==> src/design/bmst_pkg.sv <==
// Shared types and constants for the Boyer-Moore skip table block.
package bmst_pkg;

  localparam int PATTERN_MAX_DEF = 32;
  localparam int KIND_W          = 2;
  localparam int BYTE_W          = 8;
  localparam int POS_W           = 5;
  localparam int SHIFT_W         = 6;
  localparam int STATUS_W        = 2;
  localparam int CHAR_NUM        = 256;

  typedef enum logic [KIND_W-1:0] {
    KIND_LOAD = 2'd0,
    KIND_BAD  = 2'd1,
    KIND_GOOD = 2'd2,
    KIND_NONE = 2'd3
  } kind_t;

  typedef enum logic [STATUS_W-1:0] {
    ST_OK        = 2'd0,
    ST_FULL      = 2'd1,
    ST_NOT_BUILT = 2'd2,
    ST_BEYOND    = 2'd3
  } status_t;

  // controller -> datapath
  typedef struct packed {
    logic accept;
    logic resp;
    logic g_init;
    logic g_match;
    logic g_step;
    logic g_wr;
    logic c_init;
    logic c_step;
    logic c_next;
    logic set_built;
    logic rd_c;
  } cmd_t;

  // datapath -> controller
  typedef struct packed {
    logic build_req;
    logic out_free;
    logic g_end;
    logic eq;
    logic i_zero;
    logic last_zero;
    logic k_eq_i;
    logic c_last;
  } sts_t;

endpackage

==> src/design/boyer_moore_skip_tables.sv <==
// Boyer-Moore skip table block, top level.
// Pattern bytes load one per request; the request with in_final_byte set starts
// the build of the good-suffix table (the bad-character table is kept current as
// bytes arrive). Each load or query is accepted in S_IDLE, then its result enters
// the output register in S_RESP once that register is free or its result is taken;
// the register holds one waiting result while the next request comes in. After a
// final load, in_stall stays high for the build, which uses the single byte
// comparator fed by the two read ports of the pattern memory, with a read state and
// a compare state per compare. Queries before a build return status 2.
module boyer_moore_skip_tables #(
  parameter int PATTERN_MAX = bmst_pkg::PATTERN_MAX_DEF
) (
  input  logic                          clk,
  input  logic                          rst_n,
  input  logic                          in_valid,
  output logic                          in_stall,
  input  logic [bmst_pkg::KIND_W-1:0]   in_kind,
  input  logic [bmst_pkg::BYTE_W-1:0]   in_byte_value,
  input  logic [bmst_pkg::POS_W-1:0]    in_position,
  input  logic                          in_final_byte,
  output logic                          out_valid,
  input  logic                          out_stall,
  output logic [bmst_pkg::SHIFT_W-1:0]  out_shift,
  output logic [bmst_pkg::STATUS_W-1:0] out_status
);

  bmst_pkg::cmd_t cmd;
  bmst_pkg::sts_t sts;

  bmst_ctrl u_ctrl (
    .clk      (clk),
    .rst_n    (rst_n),
    .in_valid (in_valid),
    .in_stall (in_stall),
    .sts      (sts),
    .cmd      (cmd)
  );

  bmst_dp #(
    .PATTERN_MAX (PATTERN_MAX)
  ) u_dp (
    .clk           (clk),
    .rst_n         (rst_n),
    .cmd           (cmd),
    .sts           (sts),
    .in_kind       (in_kind),
    .in_byte_value (in_byte_value),
    .in_position   (in_position),
    .in_final_byte (in_final_byte),
    .out_valid     (out_valid),
    .out_stall     (out_stall),
    .out_shift     (out_shift),
    .out_status    (out_status)
  );

endmodule

==> src/design/bmst_ctrl.sv <==
// Controller state machine: request handling and table build sequencing.
module bmst_ctrl (
  input  logic            clk,
  input  logic            rst_n,
  input  logic            in_valid,
  output logic            in_stall,
  input  bmst_pkg::sts_t  sts,
  output bmst_pkg::cmd_t  cmd
);

  typedef enum logic [6:0] {
    S_IDLE  = 7'b0000001,
    S_RESP  = 7'b0000010,
    S_G_RD  = 7'b0000100,
    S_G_CMP = 7'b0001000,
    S_G_WR  = 7'b0010000,
    S_C_RD  = 7'b0100000,
    S_C_CMP = 7'b1000000
  } state_t;

  state_t state_r, state_nxt;

  assign in_stall = (state_r != S_IDLE);

  always_comb begin
    cmd       = '0;
    state_nxt = state_r;
    unique case (state_r)
      S_IDLE: begin
        if (in_valid) begin
          cmd.accept = 1'b1;
          state_nxt  = S_RESP;
        end
      end
      S_RESP: begin
        if (sts.out_free) begin
          cmd.resp = 1'b1;
          if (sts.build_req) begin
            cmd.g_init = 1'b1;
            state_nxt  = S_G_RD;
          end else begin
            state_nxt = S_IDLE;
          end
        end
      end
      // good-suffix pass 1: does the tail after i match the pattern head
      S_G_RD: begin
        if (sts.g_end) begin
          cmd.g_match = 1'b1;
          state_nxt   = S_G_WR;
        end else begin
          state_nxt = S_G_CMP;
        end
      end
      S_G_CMP: begin
        if (sts.eq) begin
          cmd.g_step = 1'b1;
          state_nxt  = S_G_RD;
        end else begin
          state_nxt = S_G_WR;
        end
      end
      S_G_WR: begin
        cmd.g_wr = 1'b1;
        if (sts.i_zero) begin
          if (sts.last_zero) begin
            cmd.set_built = 1'b1;
            state_nxt     = S_IDLE;
          end else begin
            cmd.c_init = 1'b1;
            state_nxt  = S_C_RD;
          end
        end else begin
          state_nxt = S_G_RD;
        end
      end
      // good-suffix pass 2: common suffix lengths
      S_C_RD: begin
        cmd.rd_c  = 1'b1;
        state_nxt = S_C_CMP;
      end
      S_C_CMP: begin
        if (sts.eq && !sts.k_eq_i) begin
          cmd.c_step = 1'b1;
          state_nxt  = S_C_RD;
        end else begin
          cmd.c_next = 1'b1;
          if (sts.c_last) begin
            cmd.set_built = 1'b1;
            state_nxt     = S_IDLE;
          end else begin
            state_nxt = S_C_RD;
          end
        end
      end
      default: state_nxt = S_IDLE;
    endcase
  end

  always_ff @(posedge clk) begin
    if (!rst_n) begin
      state_r <= S_IDLE;
    end else begin
      state_r <= state_nxt;
    end
  end

endmodule

==> src/design/bmst_dp.sv <==
// Datapath: pattern memory, character tables, suffix table, counters, result register.
module bmst_dp #(
  parameter int PATTERN_MAX = bmst_pkg::PATTERN_MAX_DEF
) (
  input  logic                          clk,
  input  logic                          rst_n,
  input  bmst_pkg::cmd_t                cmd,
  output bmst_pkg::sts_t                sts,
  input  logic [bmst_pkg::KIND_W-1:0]   in_kind,
  input  logic [bmst_pkg::BYTE_W-1:0]   in_byte_value,
  input  logic [bmst_pkg::POS_W-1:0]    in_position,
  input  logic                          in_final_byte,
  output logic                          out_valid,
  input  logic                          out_stall,
  output logic [bmst_pkg::SHIFT_W-1:0]  out_shift,
  output logic [bmst_pkg::STATUS_W-1:0] out_status
);

  localparam int LW  = $clog2(PATTERN_MAX + 1);
  localparam int IW  = (PATTERN_MAX > 1) ? $clog2(PATTERN_MAX) : 1;
  localparam int SW  = bmst_pkg::SHIFT_W;
  localparam int SW1 = bmst_pkg::SHIFT_W + 1;

  logic [bmst_pkg::BYTE_W-1:0]  pat_mem [PATTERN_MAX];
  logic [bmst_pkg::POS_W-1:0]   last_mem [bmst_pkg::CHAR_NUM];
  logic [SW-1:0]                sfx_mem [PATTERN_MAX];
  logic [bmst_pkg::CHAR_NUM-1:0] seen_r;

  logic [LW-1:0] len_r;
  logic          built_r;
  logic [IW-1:0] i_r;
  logic [LW-1:0] k_r;
  logic [LW-1:0] edge_r;

  logic [bmst_pkg::KIND_W-1:0]  kind_r;
  logic                         final_r;
  logic [bmst_pkg::POS_W-1:0]   pos_r;
  logic                         full_r;
  logic                         seen_q_r;
  logic [bmst_pkg::POS_W-1:0]   last_q_r;
  logic [SW-1:0]                sfx_q_r;
  logic [bmst_pkg::BYTE_W-1:0]  rd_a_r;
  logic [bmst_pkg::BYTE_W-1:0]  rd_b_r;

  logic                          out_valid_r;
  logic [SW-1:0]                 out_shift_r;
  logic [bmst_pkg::STATUS_W-1:0] out_status_r;

  logic          ld;
  logic          room;
  logic          ld_store;
  logic [IW-1:0] store_idx;
  logic [IW-1:0] last_w;
  logic [LW-1:0] start_w;
  logic [IW-1:0] addr_a;
  logic [IW-1:0] addr_b;
  logic          sfx_we;
  logic [IW-1:0] sfx_wa;
  logic [SW-1:0] sfx_wd;
  logic [SW-1:0] res_shift;
  logic [bmst_pkg::STATUS_W-1:0] res_status;

  assign ld        = cmd.accept && (in_kind == bmst_pkg::KIND_LOAD);
  assign room      = built_r || (len_r != LW'(PATTERN_MAX));
  assign ld_store  = ld && room;
  assign store_idx = built_r ? '0 : IW'(len_r);
  assign last_w    = IW'(len_r - LW'(1));
  assign start_w   = LW'(i_r) + LW'(1);

  assign addr_a = cmd.rd_c ? (i_r - IW'(k_r)) : IW'(k_r);
  assign addr_b = cmd.rd_c ? (last_w - IW'(k_r)) : IW'(start_w + k_r);

  // status to controller
  assign sts.build_req = (kind_r == bmst_pkg::KIND_LOAD) && final_r;
  assign sts.out_free  = !out_valid_r || !out_stall;
  assign sts.g_end     = ({1'b0, start_w} + {1'b0, k_r}) >= {1'b0, len_r};
  assign sts.eq        = (rd_a_r == rd_b_r);
  assign sts.i_zero    = (i_r == '0);
  assign sts.last_zero = (last_w == '0);
  assign sts.k_eq_i    = (k_r == LW'(i_r));
  assign sts.c_last    = (IW'(i_r + IW'(1)) == last_w);

  // pattern store: one write, two registered reads
  always_ff @(posedge clk) begin
    if (ld_store) begin
      pat_mem[store_idx] <= in_byte_value;
    end
    rd_a_r <= pat_mem[addr_a];
    rd_b_r <= pat_mem[addr_b];
  end

  // bad-character table kept current as bytes are stored
  always_ff @(posedge clk) begin
    if (ld_store) begin
      last_mem[in_byte_value] <= bmst_pkg::POS_W'(store_idx);
    end
    if (cmd.accept) begin
      last_q_r <= last_mem[in_byte_value];
    end
  end

  always_ff @(posedge clk) begin
    if (!rst_n) begin
      seen_r <= '0;
    end else if (ld_store) begin
      if (built_r) begin
        seen_r <= bmst_pkg::CHAR_NUM'(1) << in_byte_value;
      end else begin
        seen_r[in_byte_value] <= 1'b1;
      end
    end
  end

  // suffix table write: pass 1 writes entry i, pass 2 fixes entry last-k on a mismatch
  always_comb begin
    sfx_we = 1'b0;
    sfx_wa = i_r;
    sfx_wd = SW'(SW1'(edge_r) + SW1'(last_w - i_r));
    if (cmd.g_wr) begin
      sfx_we = 1'b1;
    end else if (cmd.c_next && !sts.eq) begin
      sfx_we = 1'b1;
      sfx_wa = last_w - IW'(k_r);
      sfx_wd = SW'(SW1'(k_r) + SW1'(last_w - i_r));
    end
  end

  always_ff @(posedge clk) begin
    if (sfx_we) begin
      sfx_mem[sfx_wa] <= sfx_wd;
    end
    if (cmd.accept) begin
      sfx_q_r <= sfx_mem[in_position[IW-1:0]];
    end
  end

  // request capture
  always_ff @(posedge clk) begin
    if (cmd.accept) begin
      kind_r   <= in_kind;
      final_r  <= in_final_byte;
      pos_r    <= in_position;
      full_r   <= ld && !room;
      seen_q_r <= seen_r[in_byte_value];
    end
  end

  // pattern length and build flag
  always_ff @(posedge clk) begin
    if (!rst_n) begin
      len_r   <= '0;
      built_r <= 1'b0;
    end else begin
      if (ld_store) begin
        len_r <= built_r ? LW'(1) : LW'(len_r + LW'(1));
      end
      if (ld) begin
        built_r <= 1'b0;
      end else if (cmd.set_built) begin
        built_r <= 1'b1;
      end
    end
  end

  // build counters
  always_ff @(posedge clk) begin
    if (cmd.g_init) begin
      i_r <= last_w;
      k_r <= '0;
    end else if (cmd.c_init) begin
      i_r <= '0;
      k_r <= '0;
    end else if (cmd.g_step || cmd.c_step) begin
      k_r <= LW'(k_r + LW'(1));
    end else if (cmd.g_wr) begin
      i_r <= i_r - IW'(1);
      k_r <= '0;
    end else if (cmd.c_next) begin
      i_r <= i_r + IW'(1);
      k_r <= '0;
    end
    if (cmd.g_match) begin
      edge_r <= start_w;
    end
  end

  // result for the captured request
  always_comb begin
    res_shift  = '0;
    res_status = bmst_pkg::ST_OK;
    unique case (kind_r)
      bmst_pkg::KIND_LOAD: begin
        if (full_r) begin
          res_status = bmst_pkg::ST_FULL;
        end
      end
      bmst_pkg::KIND_BAD: begin
        if (!built_r) begin
          res_status = bmst_pkg::ST_NOT_BUILT;
        end else if (seen_q_r) begin
          res_shift = SW'(len_r) - SW'(1) - SW'(last_q_r);
        end else begin
          res_shift = SW'(len_r);
        end
      end
      bmst_pkg::KIND_GOOD: begin
        if (!built_r) begin
          res_status = bmst_pkg::ST_NOT_BUILT;
        end else if (SW'(pos_r) >= SW'(len_r)) begin
          res_status = bmst_pkg::ST_BEYOND;
        end else begin
          res_shift = sfx_q_r;
        end
      end
      bmst_pkg::KIND_NONE: begin
        res_shift  = '0;
      end
    endcase
  end

  always_ff @(posedge clk) begin
    if (!rst_n) begin
      out_valid_r <= 1'b0;
    end else if (cmd.resp) begin
      out_valid_r <= 1'b1;
    end else if (!out_stall) begin
      out_valid_r <= 1'b0;
    end
  end

  always_ff @(posedge clk) begin
    if (cmd.resp) begin
      out_shift_r  <= res_shift;
      out_status_r <= res_status;
    end
  end

  assign out_valid  = out_valid_r;
  assign out_shift  = out_shift_r;
  assign out_status = out_status_r;

endmodule

==> config.mk <==
export PLATFORM = sky130hd
export DESIGN_NAME = boyer_moore_skip_tables
export DESIGN_NICKNAME = d
export VERILOG_FILES = /design/src/design/bmst_pkg.sv /design/src/design/boyer_moore_skip_tables.sv /design/src/design/bmst_ctrl.sv /design/src/design/bmst_dp.sv
export SDC_FILE = /design/constraint.sdc
export NUM_CORES = 2
export LEC_CHECK = 0
export ABC_AREA = 1
export BUFFER_PORTS_ARGS = -buffer_cell sky130_fd_sc_hd__buf_2
export CAP_MARGIN = 20
export CORE_ASPECT_RATIO = 1.4
export CORE_MARGIN = 4
export CORE_UTILIZATION = 35
export DETAILED_ROUTE_END_ITERATION = 10
export SETUP_SLACK_MARGIN = 0.1
export SLEW_MARGIN = 20
export SYNTH_ARGS = -nofsm -noshare
export SYNTH_HDL_FRONTEND = slang
export SYNTH_SLANG_ARGS = --single-unit
==> constraint.sdc <==
create_clock -name clk -period 14.1 [get_ports clk]
set_input_delay 2.82 -clock clk [delete_from_list [all_inputs] [get_ports clk]]
set_output_delay 2.82 -clock clk [all_outputs]
set_load 0.01 [all_outputs]
==> flow_summary.ini <==
[run_status]
status = completed

[power]
p_leak_uw = 0.0388
power.density_nw_per_um2 = 137
finalPower_uw = 13800
ir_worst_vdd_v = 0.0000986

[sta]
finalSetupViolCount = 0
slew_violations = 0
rsz0062_at_grt = false
fin_crit_ps = 6970
setup_tns_ps = 0
relSlewSlack_pct = 7.55
timing.fmax_mhz = 143
fin_crit_sh_pct = 49.4
finClkSkew_ps = 52.9
worst_slew_pin_slew_ps = 1390
hold_viol_final = 0

[logic_synthesis]
synth_top_family_by_area = simple AND/OR/NAND/NOR gates
ys_dominant_reg_cell = edfxtp_1
synth.largest_area_cell = edfxtp_1
synth-edff-count = 1768
synth.most_common_cell = nand2_1
synth_compound_area_share_pct = 4.77
synth_xor_area_share_pct = 0.376
synth-simple-area-share_pct = 23.6
syn-num-nets = 9357
synthArstFlopShare_pct = 0
syn_area_um2 = 90600
yosysUniqueCellTypes = 49
syn_area_per_cell_um2 = 9.76
synth_fa_ha_area_share_pct = 0.915
synth_top_area_share_pct = 58.6
synthMuxAreaShare_pct = 0
ys_seq_elements = 2061
netlist_instances = 9275
synth_warnings = 0
synth.area.top_cells = edfxtp_1 59%, nand2_1 15%, dfxtp_1 6.5%
ys_top_cells_by_count = 3,646 x nand2_1, 1,768 x edfxtp_1, 704 x nand3_1
ys_seq_area_share_pct = 65.1

[clock_network]
path_clk_slew_ps = 60
max-clock-path-buffers = 4
cts_tree = yes
root_buffer = clkbuf_16
htreeDepth = 4
clkSinkCount = 2061
ctsResizeCount = 0
post_cts_buffers = 0
cts_hold_buf = 0
clk_latency_ps = 860
cts_made_buffers = 207

[drt]
drt_iter0_markers = 6678
wirelength_um = 276000
viasPerCell = 5.23
drc_errors = 0
firstDrtPassIters = 8
wl_per_cell_um = 21.8
antenna_left = 0
num_vias = 66500

[setup_path]
critical_path_class = primary input to register
startpoint_type = primary input
crit_path_end_kind = register
cp_max_fo = 103
arrival_ps = 7680
cp.required_ps = 14810

[global_route]
antenna_found_initial = 6
grt_pass1_wl_um = 411000
grt.total_usage_pct = 20.1
grt.overflow.total = 0
grt_max_degree = 197
grt_pass1_vias = 64700

[finish]
stdcell_count = 12700
final_layout_size_suffix_gt1_share_pct = 6.94
nFillCells = 25000
fin_nets = 9182
seqCellArea_um2 = 59000
area_growth_pct = 11.3
multi_input_area_um2 = 27100
stdcell_area_um2 = 101000

[placement]
placed_area_um2 = 93900
gp_congestion = 0.879
port_buffers = 29
hpwl_um = 164000
dpl.cell_count = 12300

[floorplanning]
initial_core_util_pct = 35.2
die_x_um = 438
die_h_um = 610
row_count = 220
die-area_um2 = 267000
core_um2 = 257000
ios = 30

[min_path]
hp-class = register to register

[job]
drv_cap = 0
[stage by stage]
step	setup WS [ps]	hold WS (ps)	util [%]
floorplan	5100	432	-
global placement	6340	444	36.5
detailed placement	6370	447	36.5
CTS	7270	459	39.2
global route	7070	473	39.2
finish	7130	459	39.2
[layout by cell type (no fill, tap or decap), drive strengths merged, types with 20 or more instances in the layout]
cell type | netlist | final
inv | 637 | 643
a21oi | 283 | 283
a22oi | 20 | 20
ha | 55 | 55
clkbuf | 280 | 270
nor2 | 500 | 500
nand3 | 709 | 709
bufinv | 0 | 27
dfxtp | 293 | 293
o21ai | 418 | 418
xor2 | 28 | 28
nor3 | 129 | 129
nand4 | 140 | 140
clkinv | 10 | 79
nand2 | 3649 | 3649
o221ai | 42 | 42
buf | 241 | 137
edfxtp | 1768 | 1768
[flip-flops by register name (all words and copies together), names as in the netlist, 7 cells and up]
signal          count
u_dp.rd_a_r         8
u_dp.sfx_mem      192
u_dp.seen_r       256
u_ctrl.state_r      7
u_dp.rd_b_r         8
u_dp.pat_mem      256
u_dp.last_mem    1280
[routing by layer]
layer  vias to the layer above  routed length, µm  global-route usage (%)
met5                         -                 16                       0
met4                         2              15300                    10.3
met3                       709              20400                    2.95
met2                      2908             135000                    34.4
met1                     32400             106000                    24.5
li1                      30500                  -                       -
[report_power, final]
group / internal [µW] / switching [µW] / total [µW]
registers: 6640 / 30.5 / 6670
logic: 363 / 1110 / 1470
clock network: 3330 / 2340 / 5670
total: 10300 / 3480 / 13800
[critical path, stage by stage]
cell and delay [ps]:
buf_8 330, buf_12 490, nand2_1 750, buf_4 490, inv_8 460, buf_4 730, nand2_1 120, nand3_1 120
nand2_1 60, nand2_1 100, o21ai_0 210, nand2_1 160, nor2_1 60, nor2_1 290, nor2_1 90, nand2_1 90
[kinds of logic after synthesis]
logic type	count (synthesis)
fa+ha+maj	62
buf+inv	1168
flops	2061
simple gates	5142
xor+xnor	38
compound gates	804
[final timing paths]
| check | startpoint | endpoint | slack (ps) | cells past startpoint |
|---|---|---|---|---|
| setup / recovery | in_byte_value[0] | u_dp.seen_q_r | 7130 | 16 |
| hold / removal | u_dp.seen_r[118] | u_dp.seen_r[118] | 460 | 2 |
| setup reg to reg | u_ctrl.state_r[4] | u_dp.last_mem[219][3] | 8980 | 14 |
| hold reg to reg | u_dp.seen_r[118] | u_dp.seen_r[118] | 460 | 2 |
[final cells by class]
class,instances,area share [%]
Timing Repair Buffer,137,1.13
Clock inverter,103,1.22
Antenna cell,3,0.00744
Tap cell,3441,4.27
Inverter,647,2.44
Sequential cell,2061,58.5
Clock buffer,270,5.64
Multi-Input combinational cell,6046,26.8
(Power assumes the default switching activity.)
